$ cat src/hdl/hsdm_pkg.sv
// ---------------------------------------------------------------------------
// Dew monitor package
// Shared constants, types and a helper function.
// ---------------------------------------------------------------------------
`timescale 1ns / 1ps

package hsdm_pkg;

    localparam int unsigned DIV_N_W = 36;
    localparam int unsigned DIV_D_W = 32;

    localparam logic [31:0] LN2_Q32       = 32'hB17217F8;
    localparam logic [31:0] HUM_SCALE     = 32'd10000;
    localparam logic [31:0] TEMP_SCALE    = 32'd20000;
    localparam logic [31:0] TERM_GAIN     = 32'd1155072;
    localparam logic [31:0] MAGNUS_B      = 32'd24304;
    localparam logic [31:0] SECS_PER_HOUR = 32'd3600;
    localparam logic [31:0] SECS_PER_MIN  = 32'd60;
    localparam logic [31:0] RATE_MIN_DT   = 32'd60;
    localparam logic [13:0] LN_REF_X      = 14'd10000;
    localparam logic [4:0]  LOG_TOP_EXP   = 5'd30;
    localparam logic [3:0]  STATUS_BUSY_BIT = 4'd7;

    typedef struct packed {
        logic                 start;
        logic [DIV_N_W-1:0]   dividend;
        logic [DIV_D_W-1:0]   divisor;
    } div_req_t;

    typedef struct packed {
        logic                 done;
        logic [DIV_N_W-1:0]   quotient;
    } div_rsp_t;

    // Index of the highest set bit; zero for zero.
    function automatic logic [3:0] msb_index(input logic [13:0] x);
        logic [3:0] k;
        k = 4'd0;
        for (int i = 0; i < 14; i++) begin
            if (x[i]) begin
                k = 4'(i);
            end
        end
        return k;
    endfunction

endpackage

$ cat src/hdl/hsdm_mul.sv
// ---------------------------------------------------------------------------
// Shared multiplier
// Unsigned 32 by 32 multiply with a registered product.
// ---------------------------------------------------------------------------
`timescale 1ns / 1ps

module hsdm_mul import hsdm_pkg::*; (
    input  logic        aclk,
    input  logic [31:0] op_a,
    input  logic [31:0] op_b,
    output logic [63:0] product
);

    logic [63:0] product_reg;

    always_ff @(posedge aclk) begin
        product_reg <= 64'(op_a) * 64'(op_b);
    end

    assign product = product_reg;

endmodule

$ cat src/hdl/hsdm_div.sv
// ---------------------------------------------------------------------------
// Shared divider
// Restoring unsigned divider, one quotient bit per clock.
// ---------------------------------------------------------------------------
`timescale 1ns / 1ps

module hsdm_div import hsdm_pkg::*; (
    input  logic     aclk,
    input  logic     aresetn,
    input  div_req_t req,
    output div_rsp_t rsp
);

    logic [DIV_N_W-1:0] quo_reg;
    logic [DIV_D_W-1:0] rem_reg;
    logic [DIV_D_W-1:0] den_reg;
    logic [5:0]         cnt_reg;
    logic               busy_reg;
    logic               done_reg;
    logic [DIV_D_W:0]   trial;
    logic               fits;

    assign trial = {rem_reg, quo_reg[DIV_N_W-1]};
    assign fits  = trial >= {1'b0, den_reg};

    always_ff @(posedge aclk) begin
        if (!aresetn) begin
            busy_reg <= 1'b0;
            done_reg <= 1'b0;
            cnt_reg  <= 6'd0;
        end else begin
            done_reg <= 1'b0;
            if (req.start) begin
                busy_reg <= 1'b1;
                cnt_reg  <= 6'(DIV_N_W);
            end else if (busy_reg) begin
                cnt_reg <= cnt_reg - 6'd1;
                if (cnt_reg == 6'd1) begin
                    busy_reg <= 1'b0;
                    done_reg <= 1'b1;
                end
            end
        end
    end

    always_ff @(posedge aclk) begin
        if (req.start) begin
            quo_reg <= req.dividend;
            rem_reg <= '0;
            den_reg <= req.divisor;
        end else if (busy_reg) begin
            quo_reg <= {quo_reg[DIV_N_W-2:0], fits};
            rem_reg <= fits ? DIV_D_W'(trial - {1'b0, den_reg}) : trial[DIV_D_W-1:0];
        end
    end

    assign rsp.done     = done_reg;
    assign rsp.quotient = quo_reg;

endmodule

$ cat src/hdl/humidity_sensor_dew_monitor_core.sv
// ---------------------------------------------------------------------------
// Humidity sensor dew monitor core
// Sensor frame in, temperature, humidity, dew point and condensation outlook out.
// ---------------------------------------------------------------------------
// One beat on the slave side carries a six-byte sensor frame and a seconds
// timestamp; one beat on the master side carries the answer. A frame marked
// busy yields an all-zero beat with m_tuser low. A usable frame needs two
// natural logarithms of sixteen squaring steps each (a square on the shared
// multiplier, then a normalisation) and two to four divisions on the shared
// serial divider, each a launch, the iteration and a hand-back, all ordered
// by a one-hot sequencer. The countdown division runs only when the spread
// is at least 2 C and the block is cooling, and the rate division only when
// 60 s or more have passed since the last rate update. s_tready is high only
// while the sequencer is idle; the finished beat sits in an output register,
// so a new frame is taken while the previous answer still waits for m_tready.
`timescale 1ns / 1ps

module humidity_sensor_dew_monitor_core import hsdm_pkg::*; (
    input  logic        aclk,
    input  logic        aresetn,
    // Frame input; tdata from bit 0: status_byte, frame_byte1..frame_byte5,
    // now_seconds (80 bits).
    input  logic        s_tvalid,
    output logic        s_tready,
    input  logic [79:0] s_tdata,
    // Result; tdata from bit 0: temperature_centi, humidity_centi,
    // dew_point_centi, condensation_risk, countdown_minutes, zero padding.
    output logic        m_tvalid,
    input  logic        m_tready,
    output logic [63:0] m_tdata,
    // tuser: accepted.
    output logic        m_tuser,
    // Configuration port.
    input  logic        psel,
    input  logic        penable,
    input  logic        pwrite,
    input  logic [2:0]  paddr,
    input  logic [31:0] pwdata,
    output logic [31:0] prdata,
    output logic        pready
);

    typedef enum logic [19:0] {
        S_IDLE  = 20'h00001,
        S_HUM   = 20'h00002,
        S_TMP   = 20'h00004,
        S_TFIX  = 20'h00008,
        S_LSQ   = 20'h00010,
        S_LNORM = 20'h00020,
        S_LLN   = 20'h00040,
        S_LRES  = 20'h00080,
        S_TDIV  = 20'h00100,
        S_TWAIT = 20'h00200,
        S_AMUL  = 20'h00400,
        S_DDIV  = 20'h00800,
        S_DWAIT = 20'h01000,
        S_CMUL  = 20'h02000,
        S_CDIV  = 20'h04000,
        S_CWAIT = 20'h08000,
        S_RMUL  = 20'h10000,
        S_RDIV  = 20'h20000,
        S_RWAIT = 20'h40000,
        S_FIN   = 20'h80000
    } state_t;

    state_t state_reg, state_next;

    // Configuration.
    logic signed [10:0] offset_reg;

    // Frame capture and intermediate results.
    logic [19:0]        raw_h_reg, raw_t_reg;
    logic [31:0]        now_reg;
    logic               busy_frame_reg;
    logic [13:0]        hum_reg;
    logic signed [14:0] temp_reg;
    logic [31:0]        m_reg;
    logic [3:0]         lg_int_reg;
    logic [15:0]        lg_frac_reg;
    logic [3:0]         bit_reg;
    logic               pass_reg;
    logic [19:0]        ln_h_reg, ln_ref_reg;
    logic signed [21:0] alpha_reg;
    logic signed [14:0] dew_reg;
    logic signed [16:0] spread_reg;
    logic signed [16:0] cd_reg;

    // State kept between frames.
    logic               have_reg;
    logic signed [14:0] last_temp_reg;
    logic [31:0]        last_time_reg;
    logic signed [31:0] rate_reg;

    // Output register.
    logic               out_valid_reg;
    logic [63:0]        out_data_reg;
    logic               out_user_reg;

    // Shared units.
    logic [31:0] mul_a, mul_b;
    logic [63:0] mul_p;
    div_req_t    div_req;
    div_rsp_t    div_rsp;

    hsdm_mul u_mul (
        .aclk    (aclk),
        .op_a    (mul_a),
        .op_b    (mul_b),
        .product (mul_p)
    );

    hsdm_div u_div (
        .aclk    (aclk),
        .aresetn (aresetn),
        .req     (div_req),
        .rsp     (div_rsp)
    );

    logic               s_beat;
    logic               out_free;
    logic [34:0]        round_sum;
    logic signed [16:0] t_sum;
    logic signed [14:0] t_clamp;
    logic [13:0]        log_x;
    logic [3:0]         log_k;
    logic [31:0]        log_m;
    logic [31:0]        sq;
    logic [51:0]        ln_sum;
    logic [19:0]        ln_w;
    logic [13:0]        temp_mag;
    logic signed [16:0] term_den;
    logic [20:0]        q_term;
    logic signed [21:0] term_s;
    logic signed [21:0] ln_diff;
    logic [20:0]        alpha_mag;
    logic signed [22:0] mag_den;
    logic signed [14:0] dew_w;
    logic signed [16:0] spread_w;
    logic [31:0]        rate_mag;
    logic signed [15:0] diff;
    logic [15:0]        diff_mag;
    logic [31:0]        dt;

    assign s_beat   = s_tvalid && s_tready;
    assign out_free = !out_valid_reg || m_tready;

    // Rounded scaling of the raw 20-bit fields.
    assign round_sum = mul_p[34:0] + 35'h0_0008_0000;
    assign t_sum     = $signed({2'b00, round_sum[34:20]}) - 17'sd5000
                     + $signed({{6{offset_reg[10]}}, offset_reg});
    always_comb begin
        if (t_sum < -17'sd6000) begin
            t_clamp = -15'sd6000;
        end else if (t_sum > 17'sd16000) begin
            t_clamp = 15'sd16000;
        end else begin
            t_clamp = t_sum[14:0];
        end
    end

    // Logarithm set-up: mantissa normalised so its top bit sits at bit 30.
    assign log_x  = (state_reg == S_TFIX) ? ((hum_reg == 14'd0) ? 14'd1 : hum_reg)
                                          : LN_REF_X;
    assign log_k  = msb_index(log_x);
    assign log_m  = {18'd0, log_x} << (LOG_TOP_EXP - {1'b0, log_k});
    assign sq     = mul_p[61:30];
    assign ln_sum = mul_p[51:0] + 52'h0_0000_8000_0000;
    assign ln_w   = ln_sum[51:32];

    // Magnus term and dew point helpers.
    assign temp_mag = temp_reg[14] ? 14'(-temp_reg) : temp_reg[13:0];
    assign term_den = 17'sd24304 + $signed({{2{temp_reg[14]}}, temp_reg});
    assign q_term   = div_rsp.quotient[20:0];
    assign term_s   = temp_reg[14] ? -$signed({1'b0, q_term}) : $signed({1'b0, q_term});
    assign ln_diff  = $signed({2'b00, ln_h_reg}) - $signed({2'b00, ln_ref_reg});
    assign alpha_mag = alpha_reg[21] ? 21'(-alpha_reg) : alpha_reg[20:0];
    assign mag_den  = 23'sd1155072 - $signed({alpha_reg[21], alpha_reg});

    always_comb begin
        if (mag_den <= 23'sd0) begin
            dew_w = 15'sd16000;
        end else if (alpha_reg[21]) begin
            dew_w = (div_rsp.quotient > 36'd10000) ? -15'sd10000
                                                   : -$signed(div_rsp.quotient[14:0]);
        end else begin
            dew_w = (div_rsp.quotient > 36'd16000) ? 15'sd16000
                                                   : $signed(div_rsp.quotient[14:0]);
        end
    end

    assign spread_w = $signed({{2{temp_reg[14]}}, temp_reg})
                    - $signed({{2{dew_w[14]}}, dew_w});
    assign rate_mag = 32'(-rate_reg);
    assign diff     = $signed({temp_reg[14], temp_reg})
                    - $signed({last_temp_reg[14], last_temp_reg});
    assign diff_mag = diff[15] ? 16'(-diff) : diff;
    assign dt       = now_reg - last_time_reg;

    // Operands of the shared multiplier; the product appears in the next cycle.
    always_comb begin
        mul_a = '0;
        mul_b = '0;
        unique case (state_reg)
            S_HUM: begin
                mul_a = 32'(raw_h_reg);
                mul_b = HUM_SCALE;
            end
            S_TMP: begin
                mul_a = 32'(raw_t_reg);
                mul_b = TEMP_SCALE;
            end
            S_LSQ: begin
                mul_a = m_reg;
                mul_b = m_reg;
            end
            S_LLN: begin
                mul_a = {12'd0, lg_int_reg, lg_frac_reg};
                mul_b = LN2_Q32;
            end
            S_LRES: begin
                mul_a = 32'(temp_mag);
                mul_b = TERM_GAIN;
            end
            S_TWAIT, S_AMUL: begin
                mul_a = 32'(alpha_mag);
                mul_b = MAGNUS_B;
            end
            S_CMUL: begin
                mul_a = 32'(spread_reg - 17'sd200);
                mul_b = SECS_PER_MIN;
            end
            S_RMUL: begin
                mul_a = 32'(diff_mag);
                mul_b = SECS_PER_HOUR;
            end
            default: begin
                mul_a = '0;
                mul_b = '0;
            end
        endcase
    end

    // Divider requests; rounding half-divisor added except for the countdown.
    always_comb begin
        div_req.start    = 1'b0;
        div_req.dividend = '0;
        div_req.divisor  = '0;
        unique case (state_reg)
            S_TDIV: begin
                div_req.start    = 1'b1;
                div_req.dividend = mul_p[35:0] + 36'(term_den[16:1]);
                div_req.divisor  = 32'(term_den);
            end
            S_DDIV: begin
                div_req.start    = 1'b1;
                div_req.dividend = mul_p[35:0] + 36'(mag_den[22:1]);
                div_req.divisor  = 32'(mag_den);
            end
            S_CDIV: begin
                div_req.start    = 1'b1;
                div_req.dividend = mul_p[35:0];
                div_req.divisor  = rate_mag;
            end
            S_RDIV: begin
                div_req.start    = 1'b1;
                div_req.dividend = mul_p[35:0] + 36'(dt[31:1]);
                div_req.divisor  = dt;
            end
            default: begin
                div_req.start = 1'b0;
            end
        endcase
    end

    // Sequencer.
    always_comb begin
        state_next = state_reg;
        unique case (state_reg)
            S_IDLE: begin
                if (s_beat) begin
                    state_next = s_tdata[STATUS_BUSY_BIT] ? S_FIN : S_HUM;
                end
            end
            S_HUM:   state_next = S_TMP;
            S_TMP:   state_next = S_TFIX;
            S_TFIX:  state_next = S_LSQ;
            S_LSQ:   state_next = S_LNORM;
            S_LNORM: state_next = (bit_reg == 4'd0) ? S_LLN : S_LSQ;
            S_LLN:   state_next = S_LRES;
            S_LRES:  state_next = pass_reg ? S_TDIV : S_LSQ;
            S_TDIV:  state_next = S_TWAIT;
            S_TWAIT: begin
                if (div_rsp.done) begin
                    state_next = S_AMUL;
                end
            end
            S_AMUL:  state_next = S_DDIV;
            S_DDIV:  state_next = S_DWAIT;
            S_DWAIT: begin
                if (div_rsp.done) begin
                    state_next = (spread_w >= 17'sd200 && rate_reg[31]) ? S_CMUL : S_RMUL;
                end
            end
            S_CMUL:  state_next = S_CDIV;
            S_CDIV:  state_next = S_CWAIT;
            S_CWAIT: begin
                if (div_rsp.done) begin
                    state_next = S_RMUL;
                end
            end
            S_RMUL:  state_next = (have_reg && dt >= RATE_MIN_DT) ? S_RDIV : S_FIN;
            S_RDIV:  state_next = S_RWAIT;
            S_RWAIT: begin
                if (div_rsp.done) begin
                    state_next = S_FIN;
                end
            end
            S_FIN: begin
                if (out_free) begin
                    state_next = S_IDLE;
                end
            end
            default: state_next = S_IDLE;
        endcase
    end

    always_ff @(posedge aclk) begin
        if (!aresetn) begin
            state_reg <= S_IDLE;
        end else begin
            state_reg <= state_next;
        end
    end

    // Datapath registers stepped by the sequencer.
    always_ff @(posedge aclk) begin
        unique case (state_reg)
            S_IDLE: begin
                if (s_beat) begin
                    raw_h_reg      <= {s_tdata[15:8], s_tdata[23:16], s_tdata[31:28]};
                    raw_t_reg      <= {s_tdata[27:24], s_tdata[39:32], s_tdata[47:40]};
                    now_reg        <= s_tdata[79:48];
                    busy_frame_reg <= s_tdata[STATUS_BUSY_BIT];
                end
            end
            S_TMP: begin
                hum_reg <= round_sum[33:20];
            end
            S_TFIX: begin
                temp_reg    <= t_clamp;
                m_reg       <= log_m;
                lg_int_reg  <= log_k;
                lg_frac_reg <= '0;
                bit_reg     <= 4'd15;
                pass_reg    <= 1'b0;
            end
            S_LNORM: begin
                if (sq[31]) begin
                    m_reg                <= {1'b0, sq[31:1]};
                    lg_frac_reg[bit_reg] <= 1'b1;
                end else begin
                    m_reg <= sq;
                end
                bit_reg <= bit_reg - 4'd1;
            end
            S_LRES: begin
                if (!pass_reg) begin
                    ln_h_reg    <= ln_w;
                    m_reg       <= log_m;
                    lg_int_reg  <= log_k;
                    lg_frac_reg <= '0;
                    bit_reg     <= 4'd15;
                    pass_reg    <= 1'b1;
                end else begin
                    ln_ref_reg <= ln_w;
                end
            end
            S_TWAIT: begin
                if (div_rsp.done) begin
                    alpha_reg <= term_s + ln_diff;
                end
            end
            S_DWAIT: begin
                if (div_rsp.done) begin
                    dew_reg    <= dew_w;
                    spread_reg <= spread_w;
                    if (spread_w < 17'sd200) begin
                        cd_reg <= 17'sd0;
                    end else begin
                        cd_reg <= -17'sd1;
                    end
                end
            end
            S_CWAIT: begin
                if (div_rsp.done) begin
                    cd_reg <= (div_rsp.quotient > 36'd65535) ? 17'sd65535
                                                            : $signed({1'b0, div_rsp.quotient[15:0]});
                end
            end
            default: begin
            end
        endcase
    end

    // Cooling-rate history; the countdown above has already used the old rate.
    always_ff @(posedge aclk) begin
        if (!aresetn) begin
            have_reg      <= 1'b0;
            last_temp_reg <= '0;
            last_time_reg <= '0;
            rate_reg      <= '0;
        end else if (state_reg == S_RMUL && !have_reg) begin
            have_reg      <= 1'b1;
            last_temp_reg <= temp_reg;
            last_time_reg <= now_reg;
        end else if (state_reg == S_RWAIT && div_rsp.done) begin
            rate_reg      <= diff[15] ? -$signed(div_rsp.quotient[31:0])
                                      : $signed(div_rsp.quotient[31:0]);
            last_temp_reg <= temp_reg;
            last_time_reg <= now_reg;
        end
    end

    // Output register.
    always_ff @(posedge aclk) begin
        if (!aresetn) begin
            out_valid_reg <= 1'b0;
        end else if (state_reg == S_FIN && out_free) begin
            out_valid_reg <= 1'b1;
        end else if (m_tready) begin
            out_valid_reg <= 1'b0;
        end
    end

    always_ff @(posedge aclk) begin
        if (state_reg == S_FIN && out_free) begin
            if (busy_frame_reg) begin
                out_data_reg <= '0;
                out_user_reg <= 1'b0;
            end else begin
                out_data_reg <= {2'b00, cd_reg, spread_reg < 17'sd200, dew_reg,
                                 hum_reg, temp_reg};
                out_user_reg <= 1'b1;
            end
        end
    end

    assign s_tready = (state_reg == S_IDLE);
    assign m_tvalid = out_valid_reg;
    assign m_tdata  = out_data_reg;
    assign m_tuser  = out_user_reg;

    // Configuration: one register at byte address 0.
    always_ff @(posedge aclk) begin
        if (!aresetn) begin
            offset_reg <= '0;
        end else if (psel && penable && pwrite && pready && !paddr[2]) begin
            offset_reg <= $signed(pwdata[10:0]);
        end
    end

    assign pready = 1'b1;
    assign prdata = paddr[2] ? 32'd0 : {{21{offset_reg[10]}}, offset_reg};

endmodule

$ cat config.mk
export PLATFORM = sky130hd
export DESIGN_NAME = humidity_sensor_dew_monitor_core
export DESIGN_NICKNAME = d
export VERILOG_FILES = /design/src/hdl/hsdm_pkg.sv /design/src/hdl/hsdm_mul.sv /design/src/hdl/hsdm_div.sv /design/src/hdl/humidity_sensor_dew_monitor_core.sv
export SDC_FILE = /design/constraint.sdc
export NUM_CORES = 2
export LEC_CHECK = 0
export BUFFER_PORTS_ARGS = -buffer_cell sky130_fd_sc_hd__buf_2
export CAP_MARGIN = 30
export CORE_UTILIZATION = 70
export CTS_CLUSTER_SIZE = 8
export DETAILED_ROUTE_END_ITERATION = 6
export PLACE_DENSITY = 0.95
export SYNTH_ARGS = -nofsm -noshare
export SYNTH_HDL_FRONTEND = slang
export SYNTH_SLANG_ARGS = --single-unit
$ cat constraint.sdc
create_clock -name aclk -period 20.2 [get_ports aclk]
set_input_delay 1.01 -clock aclk [delete_from_list [all_inputs] [get_ports aclk]]
set_output_delay 1.01 -clock aclk [all_outputs]
set_load 0.05 [all_outputs]
==> results.yml <==
run_status:
  outcome: "complete, but fails checks"
  violations: "DRC"
drt:
  via_per_inst: 6.72
  wl_per_cell_um: 27.8
  wirelength_um: 257000
  drc: 75
  postRouteAntennaNets: 0
  drt_iter0_drc: 8675
  route.vias.total: 62100
  firstDrtPassIters: 7
critical_path:
  path_class: "reg -> reg"
  reg2regPathDepth: 41
  cp.depth: 41
  crit_slowest_cell: "a2111oi_0"
  critPathRequiredTime_ns: 20.77
  cp-start-kind: "flip-flop"
  ff2ff_setup_slack_ns: 6.55
  path_buf_inv: 11
  r2r_start: "state_reg[13]"
  crit_arrival_ns: 14.22
  r2r_end: "u_mul.product[61]"
  crit_top_cell: "fa_1"
  end_kind: "flip-flop"
  cpPeakStageDelay_ns: 0.86
  cp_top_family: "adder cells"
  cp_max_fo: 36
timing:
  rsz0062_at_grt: "no"
  worst_slew_pin_slew_ns: 1.23
  setup_viol: 0
  hold_viol: 0
  maxSlewViolCount: 0
  setup_slack_ns: 6.55
  post-route-period-util: 0.676
  period_needed_ns: 13.65
  fmax_mhz: 73.3
  skew_ns: 0.0461
  fin_setup_tns_ns: 0
  relSlewSlack: 0.182
floorplan:
  initial_utilization: 0.709
  die_h_um: 318
  io_pins: 222
  num_rows: 115
  dieArea_um2: 101000
  die_w_um: 318
  core_region_area_um2: 98600
min_path:
  min_from: "last_temp_reg[10]"
  hold_path.class: "reg -> reg"
  holdPathStages: 2
  min_to: "last_temp_reg[10]"
logic_synthesis:
  synth_warnings: 0
  syn_inst: 7798
  synthFlopType: "edfxtp_1"
  synthTopCellsByArea: "fa_1 26%, edfxtp_1 17%, ha_1 8.0%"
  ys_seq_area_frac: 0.233
  yosys-top-cells-count: "1303 x inv_1, 1017 x nand2_1, 903 x fa_1, 579 x nor2_1, 447 x ha_1"
  syn_area_um2: 69900
  synth_cell_types: 87
  synth_edf_count: 400
  synth_area_per_cell_um2: 8.96
  synth_async_sr_flop_share: 0
  ys_ff_latch: 614
  netlist.area_leader.share: 0.259
  synth_area_leader_cell: "fa_1"
  yosysMostFrequentCell: "inv_1"
finish:
  num-fill-cells: 6583
  nets: 9341
  area_delta_synth_final_pct: 7.48
  drive_gt1_frac: 0.0698
cts:
  cts_tree: "built"
  post_cts_resized: 0
  cts-root-buf: "clkbuf_16"
  h-tree-depth: 3
  hold_buffers: 0
  clkLatencyLatePin_ns: 0.68
  cts_buffers: 87
  cts_buffer_depth: 3
  cts.clk_slew.worst_paths_ns: 0.07
  post_cts_buffers: 0
  cts.sinks: 614
pwr:
  intPower_mw: 2.28
  ir_drop_v: 0.0000719
  p_seq_frac: 0.449
  power_density_nw_per_um2: 41.2
  p_sw_frac: 0.262
  p_clk_frac: 0.455
  p_sw_mw: 0.812
  combPwrFrac: 0.096
  p_leak_nw: 34.7
grt:
  first_global_vias: 63200
  grt_max_degree: 67
  antenna_found_initial: 20
  grt_pass1_wl_um: 381000
  overflow: 0
  track_usage: 0.510
place:
  io_buffers: 188
  dp_hpwl_um: 193000
  place_ws_ns: 7.07
  gp_congestion: 1.10
job:
  maxCapViolations: 0
power groups by stage:
stage,combinational (mW),sequential [mW],clock [mW]
6_report,0.298,1.39,1.41
5_1_grt,0.317,1.39,1.45
4_1_cts,0.287,1.39,1.40
3_5_place_dp,0.283,1.41,0
3_3_place_gp,0.272,1.41,0
2_1_floorplan,0.198,1.41,0
metal layers:
metal	routed length [µm]	global-route usage	vias up	part of all wire
met1	81600	0.586	29400	0.32
met5	308	0.0109	-	0.0012
met2	108000	0.748	5304	0.42
met3	40900	0.217	1821	0.16
met4	26500	0.406	18	0.10
li1	-	-	25500	-
per-stage QoR:
stage	total power, mW	std cells	hold WS (ns)	cell area [µm²]	util
global route	3.16	9230	0.468	75100	0.762
global placement	1.68	9051	0.438	72200	0.733
floorplan	1.60	7799	0.432	69900	-
detailed placement	1.69	9058	0.444	72300	0.734
finish	3.10	9242	0.450	75100	0.762
CTS	3.08	9219	0.450	74900	0.760
worst max-delay path by stage:
stage	start	end
6_report	state_reg[13]	u_mul.product[61]
5_1_grt	state_reg[13]	u_mul.product[61]
4_1_cts	temp_reg[0]	u_mul.product[61]
3_5_place_dp	temp_reg[0]	u_mul.product[61]
3_3_place_gp	temp_reg[0]	u_mul.product[61]
2_1_floorplan	temp_reg[1]	u_mul.product[61]
cells in the final DEF, fill, tap and decap left out, drive strengths merged, types with 33 or more instances in the layout:
cell    instances
inv          1306
nand2        1017
fa            903
nor2          579
ha            447
edfxtp        400
a21oi         382
buf           351
xnor2         267
o21ai         265
dfxtp         214
clkbuf        155
xor2          132
nor2b         118
nor3          116
a21o          106
nand3         100
and2           93
or3            67
o21a           66
mux2i          65
nand2b         55
a211oi         55
a22oi          51
and3           43
nand4          42
o22ai          35
o21bai         35
a31oi          33
tightest hold or removal path: stages, from the launching register on:
cell,delay (ns)
dfxtp_1,0.30
nand2_1,0.05
a21oi_1,0.05
kinds of logic after synthesis:
family                     share of synthesized area
and+or+nand+nor                                0.154
other                                       0.000107
muxes                                         0.0104
DFF                                            0.233
adders and majority gates                      0.339
buffers and inverters                         0.0916
xor gates and xnor gates                      0.0500
AOI/OAI and AO/OA                              0.122
final cells by class:
type,instances,area (µm²),share of cell area
Multi-Input combinational cell,5506,47400,0.631
Sequential cell,614,16300,0.217
Inverter,1307,4910,0.0653
Clock buffer,153,2430,0.0324
Timing Repair Buffer,353,2320,0.0309
Tap cell,1287,1610,0.0214
Clock inverter,8,133,0.00177
Antenna cell,14,35.0,0.000467
(Power assumes the default switching activity.)
